==> src/hw/rtl/rcr_pkg.sv <==
package rcr_pkg;

  // field widths
  localparam int unsigned RefW   = 16;
  localparam int unsigned WordW  = 32;
  localparam int unsigned ProdW  = 2 * WordW;
  localparam int unsigned AccW   = ProdW + 2;
  localparam int unsigned QShift = 16;
  localparam int unsigned CfgIdxW = 8;
  localparam int unsigned InDataW = 4 * RefW + WordW;

  // register indexes
  localparam logic [CfgIdxW-1:0] RegGainErrNow   = CfgIdxW'(0);
  localparam logic [CfgIdxW-1:0] RegGainErrPrev  = CfgIdxW'(1);
  localparam logic [CfgIdxW-1:0] RegGainDrvPrev  = CfgIdxW'(2);
  localparam logic [CfgIdxW-1:0] RegGainDrvPrev2 = CfgIdxW'(3);

  // control state
  typedef enum logic [1:0] {
    StIdle = 2'b01,
    StCalc = 2'b10
  } state_e;

  // sequencer steps
  typedef enum logic [3:0] {
    StepMulCos   = 4'd0,
    StepMulSin   = 4'd1,
    StepSubSin   = 4'd2,
    StepSubMeas  = 4'd3,
    StepSatErr   = 4'd4,
    StepMulG0    = 4'd5,
    StepMulG1    = 4'd6,
    StepAccG1    = 4'd7,
    StepAccG2    = 4'd8,
    StepAccG3    = 4'd9,
    StepFinish   = 4'd10
  } step_e;

  localparam logic signed [AccW-1:0] SatMax = AccW'(64'sh0000_0000_7FFF_FFFF);
  localparam logic signed [AccW-1:0] SatMin = -AccW'(64'sh0000_0000_8000_0000);

  // clamp a wide signed value to the signed word range
  function automatic logic signed [WordW-1:0] sat_word(input logic signed [AccW-1:0] x);
    logic signed [WordW-1:0] r;
    if (x > SatMax) begin
      r = {1'b0, {(WordW-1){1'b1}}};
    end else if (x < SatMin) begin
      r = {1'b1, {(WordW-1){1'b0}}};
    end else begin
      r = x[WordW-1:0];
    end
    return r;
  endfunction

endpackage

==> src/hw/rtl/rotated_current_regulator_unit.sv <==
// one shared 32x32 multiplier and one 66-bit adder are stepped through six products and
//   their sums by a sequencer
// the input is accepted only when idle; a stalled result word holds the sequencer
//   at its last step until the output register is free
// reset (rst_ni low, asynchronous): gains, previous error and drives cleared to zero
module rotated_current_regulator_unit (
  input  logic                             clk_i,
  input  logic                             rst_ni,
  // config write channel
  input  logic                             cfg_valid_i,
  output logic                             cfg_ready_o,
  input  logic [rcr_pkg::CfgIdxW-1:0]      cfg_index_i,
  input  logic [rcr_pkg::WordW-1:0]        cfg_data_i,
  // input stream
  input  logic                             s_axis_tvalid,
  output logic                             s_axis_tready,
  // ref_d [15:0], ref_q [31:16], angle_sine [47:32], angle_cosine [63:48],
  // measured_current [95:64]
  input  logic [rcr_pkg::InDataW-1:0]      s_axis_tdata,
  // output stream
  output logic                             m_axis_tvalid,
  input  logic                             m_axis_tready,
  // drive [31:0]
  output logic [rcr_pkg::WordW-1:0]        m_axis_tdata
);

  localparam int unsigned RefW  = rcr_pkg::RefW;
  localparam int unsigned WordW = rcr_pkg::WordW;
  localparam int unsigned ProdW = rcr_pkg::ProdW;
  localparam int unsigned AccW  = rcr_pkg::AccW;

  rcr_pkg::state_e state_q, state_d;
  rcr_pkg::step_e  step_q, step_d;

  logic signed [WordW-1:0] gain0_q, gain1_q, gain2_q, gain3_q;
  logic signed [WordW-1:0] prev_err_q, prev_drv_q, prev2_drv_q;
  logic signed [WordW-1:0] err_q;
  logic signed [RefW-1:0]  ref_d_q, ref_q_q, sine_q, cosine_q;
  logic signed [WordW-1:0] meas_q;
  logic signed [ProdW-1:0] prod_q;
  logic signed [AccW-1:0]  acc_q, acc_d;
  logic signed [WordW-1:0] mul_a, mul_b;
  logic signed [AccW-1:0]  addend;
  logic signed [AccW-1:0]  prod_ext;
  logic signed [WordW-1:0] drive_w;
  logic [WordW-1:0]        out_data_q;
  logic                    out_valid_q;
  logic                    in_fire, out_free, finish;

  assign cfg_ready_o   = 1'b1;
  assign s_axis_tready = (state_q == rcr_pkg::StIdle);
  assign in_fire       = s_axis_tvalid && s_axis_tready;
  assign out_free      = !out_valid_q || m_axis_tready;
  assign finish        = (state_q == rcr_pkg::StCalc) && (step_q == rcr_pkg::StepFinish)
                         && out_free;
  assign m_axis_tvalid = out_valid_q;
  assign m_axis_tdata  = out_data_q;

  // configuration registers
  always_ff @(posedge clk_i or negedge rst_ni) begin
    if (!rst_ni) begin
      gain0_q <= '0;
      gain1_q <= '0;
      gain2_q <= '0;
      gain3_q <= '0;
    end else if (cfg_valid_i) begin
      case (cfg_index_i)
        rcr_pkg::RegGainErrNow:   gain0_q <= cfg_data_i;
        rcr_pkg::RegGainErrPrev:  gain1_q <= cfg_data_i;
        rcr_pkg::RegGainDrvPrev:  gain2_q <= cfg_data_i;
        rcr_pkg::RegGainDrvPrev2: gain3_q <= cfg_data_i;
        default: ;
      endcase
    end
  end

  // sequencer
  always_comb begin
    state_d = state_q;
    step_d  = step_q;
    case (state_q)
      rcr_pkg::StIdle: begin
        if (in_fire) begin
          state_d = rcr_pkg::StCalc;
          step_d  = rcr_pkg::StepMulCos;
        end
      end
      rcr_pkg::StCalc: begin
        if (step_q == rcr_pkg::StepFinish) begin
          if (out_free) state_d = rcr_pkg::StIdle;
        end else begin
          step_d = rcr_pkg::step_e'(step_q + 4'd1);
        end
      end
      default: state_d = rcr_pkg::StIdle;
    endcase
  end

  always_ff @(posedge clk_i or negedge rst_ni) begin
    if (!rst_ni) begin
      state_q <= rcr_pkg::StIdle;
      step_q  <= rcr_pkg::StepMulCos;
    end else begin
      state_q <= state_d;
      step_q  <= step_d;
    end
  end

  // capture of the input word
  always_ff @(posedge clk_i) begin
    if (in_fire) begin
      ref_d_q  <= s_axis_tdata[RefW-1:0];
      ref_q_q  <= s_axis_tdata[2*RefW-1:RefW];
      sine_q   <= s_axis_tdata[3*RefW-1:2*RefW];
      cosine_q <= s_axis_tdata[4*RefW-1:3*RefW];
      meas_q   <= s_axis_tdata[4*RefW+WordW-1:4*RefW];
    end
  end

  // shared multiplier operand selection
  always_comb begin
    mul_a = '0;
    mul_b = '0;
    case (step_q)
      rcr_pkg::StepMulCos: begin
        mul_a = WordW'(cosine_q);
        mul_b = WordW'(ref_d_q);
      end
      rcr_pkg::StepMulSin: begin
        mul_a = WordW'(sine_q);
        mul_b = WordW'(ref_q_q);
      end
      rcr_pkg::StepMulG0: begin
        mul_a = gain0_q;
        mul_b = err_q;
      end
      rcr_pkg::StepMulG1: begin
        mul_a = gain1_q;
        mul_b = prev_err_q;
      end
      rcr_pkg::StepAccG1: begin
        mul_a = gain2_q;
        mul_b = prev_drv_q;
      end
      rcr_pkg::StepAccG2: begin
        mul_a = gain3_q;
        mul_b = prev2_drv_q;
      end
      default: ;
    endcase
  end

  // shared adder
  assign prod_ext = AccW'(prod_q);

  always_comb begin
    addend = '0;
    acc_d  = acc_q;
    case (step_q)
      rcr_pkg::StepMulSin, rcr_pkg::StepMulG1: acc_d = prod_ext;
      rcr_pkg::StepSubSin: begin
        addend = -prod_ext;
        acc_d  = acc_q + addend;
      end
      rcr_pkg::StepSubMeas: begin
        addend = -AccW'(meas_q);
        acc_d  = acc_q + addend;
      end
      rcr_pkg::StepAccG1, rcr_pkg::StepAccG2, rcr_pkg::StepAccG3: begin
        addend = prod_ext;
        acc_d  = acc_q + addend;
      end
      default: ;
    endcase
  end

  assign drive_w = rcr_pkg::sat_word(acc_q >>> rcr_pkg::QShift);

  // datapath registers
  always_ff @(posedge clk_i) begin
    if (state_q == rcr_pkg::StCalc) begin
      prod_q <= mul_a * mul_b;
      acc_q  <= acc_d;
      if (step_q == rcr_pkg::StepSatErr) err_q <= rcr_pkg::sat_word(acc_q);
    end
  end

  // loop state, updated when the drive is loaded into the output register
  always_ff @(posedge clk_i or negedge rst_ni) begin
    if (!rst_ni) begin
      prev_err_q  <= '0;
      prev_drv_q  <= '0;
      prev2_drv_q <= '0;
    end else if (finish) begin
      prev_err_q  <= err_q;
      prev2_drv_q <= prev_drv_q;
      prev_drv_q  <= drive_w;
    end
  end

  // output register
  always_ff @(posedge clk_i or negedge rst_ni) begin
    if (!rst_ni) begin
      out_valid_q <= 1'b0;
    end else if (finish) begin
      out_valid_q <= 1'b1;
    end else if (m_axis_tready) begin
      out_valid_q <= 1'b0;
    end
  end

  always_ff @(posedge clk_i) begin
    if (finish) out_data_q <= drive_w;
  end

endmodule
==> config.mk <==
export PLATFORM = sky130hd
export DESIGN_NAME = rotated_current_regulator_unit
export DESIGN_NICKNAME = d
export VERILOG_FILES = /design/src/hw/rtl/rcr_pkg.sv /design/src/hw/rtl/rotated_current_regulator_unit.sv
export SDC_FILE = /design/constraint.sdc
export NUM_CORES = 2
export LEC_CHECK = 0
export ABC_AREA = 1
export BUFFER_PORTS_ARGS = -buffer_cell sky130_fd_sc_hd__clkbuf_2
export CAP_MARGIN = 5
export CORE_ASPECT_RATIO = 1.1
export CORE_UTILIZATION = 40
export CTS_BUF_LIST = sky130_fd_sc_hd__clkbuf_16
export DETAILED_ROUTE_END_ITERATION = 6
export PLACE_DENSITY = 0.57
export SYNTH_ARGS = -nofsm -noshare
export SYNTH_HDL_FRONTEND = slang
export SYNTH_SLANG_ARGS = --single-unit
==> constraint.sdc <==
create_clock -name clk_i -period 15.92 [get_ports clk_i]
set_clock_uncertainty 0.2 [all_clocks]
set_input_delay 3.184 -clock clk_i [delete_from_list [all_inputs] [get_ports clk_i]]
set_output_delay 3.184 -clock clk_i [all_outputs]
set_load 0.05 [all_outputs]
== Word-level counts from Yosys, hierarchy flattened ==
Index checks and enable logic that the tools add are counted.
Storage, ports and cells
  bits in registers: 521
  input bits: 141
  output and inout bits: 35
  logic and storage cells: 84
Operators by class
  add/sub/neg operators: 6
  multipliers: 1
  magnitude comparators: 4
  eq/ne operators: 19
  muxes and demuxes: 15
  reduce and logical (&&, ||, !) cells: 20
Operators with widths (count)
  32-bit one-hot mux with 6 select lines: 2
  66-bit one-hot mux with 4 select lines: 1
  66-bit adder: 2
  32-bit two-way mux: 3
  66-bit by 64-bit adder with 66-bit output: 1
  66-bit by 32-bit > comparator with 1-bit output, second input constant: 1
  66-bit by 32-bit less-than comparator with 1-bit output, second input constant: 1
  32-bit negation with 66-bit output: 1
  64-bit negation with 66-bit output: 1
  32-bit by 32-bit multiplier with 64-bit output: 1
  50-bit by 32-bit > comparator with 1-bit output, second input constant: 1
  50-bit by 32-bit less-than comparator with 1-bit output, second input constant: 1
  4-bit by 3-bit == test with 1-bit output, second input constant: 4
  8-bit by 2-bit == test with 1-bit output, second input constant: 2
  4-bit == test, second input constant: 3
  2-bit AND reduction: 6
  4-bit by 2-bit == test with 1-bit output, second input constant: 2
  8-bit by 1-bit == test with 1-bit output, second input constant: 1
  8-bit zero test: 1
  4-bit two-way mux: 2
  4-bit one-hot mux with 2 select lines: 1
  2-bit two-way mux: 3
  3-bit AND reduction: 2
  4-bit by 1-bit adder with 4-bit output, second input constant: 1
  15 further kinds: 21

== Depth between registers and ports, before layout ==
  depth in word-level cells: 5
  gate-level depth with buffers: 41
  gate-level depth less buffers: 39

== Least setup slack after synthesis ==
Ideal clock, no wire load.
  kind: flip-flop to flip-flop
  start point: register step_q[0]
  end point: register prod_q[54], data pin
  setup time: 0.259 ns
  arrival time: 8.544 ns
  required time: 15.461 ns
  setup slack: 6.917 ns
  stages on the path, launching flop included: 36
  path buffers: 2
  clock period less this slack: 9.003 ns
  cells stage by stage: dfrtp_1 inv_1 ha_1 nand2_2 inv_2 buf_6 a22o_1 a221oi_1 nand2_1 buf_2 nand2_1 inv_1 fa_1 inv_1 fa_1 inv_1 fa_1 fa_1 inv_1 fa_1 inv_1 fa_1 inv_1 fa_1 inv_1 fa_1 ha_1 nand2_1 nor2_1 inv_1 nor2_1 inv_1 nor4_1 nand2_1 nand3_1 xor2_1
Between the ends
  word-level cells in the longest chain between the ends: 3
  elaborated cells on any way between the ends: 9
  classes of those cells: 1 x mul; 5 x eq/ne; 2 x mux; 1 x reduce/logical
RTL lines
  from (decl): line rotated_current_regulator_unit.sv:33  | rcr_pkg::step_e step_q, step_d;
  from (signal assigned): line rotated_current_regulator_unit.sv:102  | step_q <= rcr_pkg::StepMulCos;
  from (signal assigned): line rotated_current_regulator_unit.sv:105  | step_q <= step_d;
  4-bit == test, or another cell as far along: line rotated_current_regulator_unit.sv:124  | case (step_q)
  32-bit one-hot mux with 6 select lines: line rotated_current_regulator_unit.sv:124
  32-bit by 32-bit multiplier with 64-bit output (*): line rotated_current_regulator_unit.sv:182  | prod_q <= mul_a * mul_b;
  to (signal assigned): line rotated_current_regulator_unit.sv:182
  to (decl): line rotated_current_regulator_unit.sv:40  | logic signed [ProdW-1:0] prod_q;
Every way passes the cells marked *; elsewhere a longest branch is shown, timed or not.
A chain may end at the register's enable or synchronous reset.

== Final worst setup path ==
Ends and elaborated chain as after synthesis.

==> out/summary.md <==
The flow ran to the end, and the final reports show no timing, DRC or antenna violations. The mean number of vias per cell was 5.235; the number of instances resized during post-cts repair was 0. The complex-gate fraction of the synthesized area was 0.08076; the total core area was 168,800 um^2.

Clock tree synthesis inserted a total of 57 buffers. The min-delay analysis places its worst path in the category reg2reg. The total count of max-transition violations in the final report was 0; the number of routed nets with antenna violations was 0. The area share of fa/ha/maj cells after synthesis is 0.3655, and the cell depth of the worst min-delay path is 1. The maximum number of pins on one net before global-route repair is 123, and the number of H-tree branching levels is 2.

In this run the cell area measured after placement is 71,180 um^2. The register area share after synthesis is 0.2127, and the row count is 158. The clock sink count is 521, and the wire length reported by the detailed router is 252.4 mm.

The clock slew at the register clock pins of the worst setup and hold paths is 0.06 ns. On the critical path, the stage with the largest delay is an instance of fa_1. In this run, synthesis produced a sequential element count of 521. The logs give 5.043 ns for the final critical-path setup slack and 73,030 um^2 for the post-route cell area. The detailed placer's ending HPWL came out at 196.5 mm.

By area, the combinational part of the netlist is dominated by adder cells. In the routed design, unresolved DRC markers number 0. On the worst path, the slowest cell contributes a delay of 0.99 ns. The die covers 172,000 um^2.

The share of cells above drive strength 1 was 0.05573. The number of cells on the worst reg-to-reg path is 35. The number of hold violations in the final report was 0. The xor-xnor portion of the synthesized cell area came out at 0.01671. The tree is rooted in a clkbuf_16.

From synthesis to final layout, the design area changed by 7.200%. The shortest clock period the worst path allows after layout was 10.88 ns; the signal arrival time at the worst endpoint was 11.12 ns. Setup total negative slack on the finished layout was measured at 0 ns.

The number of optimization iterations in the first detailed-route pass was 6. In this run, post-CTS hold repair placed 0 buffers. Clock latency on the worst-skew pair, taken at its later pin, is 0.69 ns. The category of the critical setup timing path was reg2reg. For the setup-violating endpoint count in the final report, the log shows 0. Total standard cell area after synthesis: 68,120 um^2. The detailed router finished its first iteration with 4,959 violations. The number of antenna violations at the first check in global routing is 2. Among the stages of the critical path, the cell type that occurs most often is inv_1. Max-cap violations in this run came to 0.

The worst hold path terminates at state_q[0]$_DFFE_PN1P_. Setup repair after global routing left no endpoint under its margin. Worst hold path startpoint: state_q[1]$_DFFE_PN0P_. After global routing the overflow that remains totals 0.

The via count of the first global-routing pass is 58,290. The effective utilization at floorplan is 0.4035. The clock passes through at most 3 buffers.

The startpoint identified for the worst register-to-register timing path is step_q[0]$_DFFE_PN0P_. Among all flip-flop cells after synthesis, the most frequent one is edfxtp_1. The count of cell types in the netlist is 65. From bottom edge to top edge, the die measures 434.8 um. Prior to clock tree synthesis, the placed netlist has a worst setup slack of 4.972 ns. Slew at the pin with the worst max-slew slack: 1.184 ns. The run gives 91.93 MHz as the highest clock rate.

Sort of element at the end of the critical path: a flop. The mean cell area of the mapped netlist was 8.040 um^2. The worst setup path is launched from a flop. TritonCTS built the clock tree.

Pin placement for this block handled 176 I/O pins. The worst max-slew margin expressed relative to the limit came out at 0.2076. In this run the critical register-to-register path is captured at prod_q[54]$_DFFE_PP_. The run gives 0.9899 as the final weighted congestion in routability-driven placement. The required time of the critical path is 16.16 ns. The number of nets in the finished design is 9,955. Input and output buffers added on the ports amount to 174. The number of buffers added for setup after CTS is 0, and the number of warning messages in the yosys log is 0.

The share of synthesized flip-flops with an asynchronous set or reset was 0.4434; the portion of the clock cycle consumed by the worst path in the final layout was 0.6832. The net count after synthesis is 9,954, and the area fraction in and, or, nand and nor cells after synthesis is 0.1842. The final route contains 56,360 vias.

The horizontal die dimension is 395.5 um, and the number of flops mapped to enable cells by yosys is 290. In the synthesized netlist, the number of instances is 8,473. The overall fraction of global-route tracks in use is 0.2943, and the multiplexer share of the synthesized area is 0.

The first-pass GRT wire length is 377.3 mm. Of all nets on the critical path, the largest fanout is 48. The flop-to-flop setup slack is 5.04 ns.

Dividing the detail-routed wire length by the instance count gives 23.44 um.
==> cells in the final DEF (no fill, tap or decap), types with 173 or more instances in the layout <==
master	synthesis	layout
dfrtp_1	230	230
fa_1	1083	1083
inv_1	2090	2105
o21ai_0	455	454
clkbuf_2	0	173
a21oi_1	286	286
nand3_1	219	213
nor2_1	470	468
nand2_1	2204	2201
edfxtp_1	290	290
ha_1	257	257
==> state kept, by name (all words and copies together), names as in the netlist <==
signal / cells
acc_q: 66
prod_q: 64
err_q: 32
gain0_q: 32
gain1_q: 32
gain2_q: 32
gain3_q: 32
m_axis_tdata: 32
meas_q: 32
prev2_drv_q: 32
prev_drv_q: 32
prev_err_q: 32
cosine_q: 16
ref_d_q: 16
ref_q_q: 16
sine_q: 16
step_q: 4
state_q: 2
m_axis_tvalid: 1
==> cell usage after synthesis, types with 28 or more instances <==
| master | number | area [um^2] |
|---|---|---|
| nor2_1 | 470 | 1764 |
| nand3_1 | 219 | 1096 |
| buf_2 | 222 | 1111 |
| o21ai_0 | 455 | 2277 |
| nand2_1 | 2204 | 8273 |
| nand4_1 | 62 | 387.9 |
| a21oi_1 | 286 | 1431 |
| edfxtp_1 | 290 | 8708 |
| dfrtp_1 | 230 | 5756 |
| nor4_1 | 28 | 175.2 |
| inv_1 | 2090 | 7845 |
| ha_1 | 257 | 3216 |
| clkbuf_1 | 65 | 244.0 |
| xor2_1 | 85 | 744.5 |
| fa_1 | 1083 | 21680 |
| nor3_1 | 46 | 230.2 |
| xnor2_1 | 45 | 394.1 |
| a221oi_1 | 35 | 306.5 |
==> worst max path at each step <==
| stage | from | to | slack (ns) | cells past startpoint |
|---|---|---|---|---|
| 2_1_floorplan | step_q[0]$_DFFE_PN0P_ | prod_q[54]$_DFFE_PP_ | 6.92 | 35 |
| 3_5_place_dp | step_q[0]$_DFFE_PN0P_ | prod_q[54]$_DFFE_PP_ | 4.97 | 35 |
| 5_1_grt | step_q[0]$_DFFE_PN0P_ | prod_q[54]$_DFFE_PP_ | 4.27 | 35 |
| 6_report | step_q[0]$_DFFE_PN0P_ | prod_q[54]$_DFFE_PP_ | 5.04 | 35 |
| 3_3_place_gp | step_q[0]$_DFFE_PN0P_ | prod_q[54]$_DFFE_PP_ | 5.05 | 35 |
| 4_1_cts | step_q[0]$_DFFE_PN0P_ | prod_q[54]$_DFFE_PP_ | 5.00 | 35 |
==> layer usage <==
| metal | track usage | wire, um | up-vias | part of all wire |
|---|---|---|---|---|
| met1 | 0.3888 | 103900 | 28357 | 0.41 |
| met5 | 0 | 11 | - | 0.000044 |
| met4 | 0.1193 | 12060 | 2 | 0.048 |
| met3 | 0.03890 | 16820 | 464 | 0.067 |
| li1 | - | - | 25334 | - |
| met2 | 0.4867 | 119500 | 2203 | 0.47 |
==> kinds of logic (layout without fill, tap and decap cells) <==
kind of cell,Yosys count,after routing
simple gates,3104,3104
buf+inv,2437,2487
fa+ha+maj,1340,1340
compound gates,940,940
flops,521,521
xor+xnor,130,130
other cells,1,4
==> area by class of cell <==
cell class | count | area [um^2]
Fill cell | 17302 | 95800
Tap cell | 2240 | 2803
Antenna cell | 3 | 7.507
Inverter | 2120 | 7961
Clock buffer | 60 | 1501
Timing Repair Buffer | 259 | 1519
Sequential cell | 521 | 14490
Clock inverter | 48 | 341.6
Multi-Input combinational cell | 5515 | 44400
==> metrics by stage <==
step,hold WS [ns],cells,util
2_1_floorplan,0.2291,8473,-
3_3_place_gp,0.2439,10655,0.4216
3_5_place_dp,0.2575,10655,0.4216
4_1_cts,0.2645,10763,0.4325
5_1_grt,0.2936,10763,0.4325
6_report,0.2731,10766,0.4326
==> worst max-delay path, delay by kind of cell (launching register included) <==
kind	cells	cell delay, ns
adder cells (fa/ha/maj)	10	5.19
buffers and inverters	13	2.93
AND/OR/NAND/NOR	9	1.41
flip-flops	1	0.43
AO/OA/AOI/OAI	2	0.30
XOR/XNOR	1	0.07
Power is left out: the tool's default activity adds up to more than one toggle a clock period on the data nets, which glitch-free logic cannot reach.
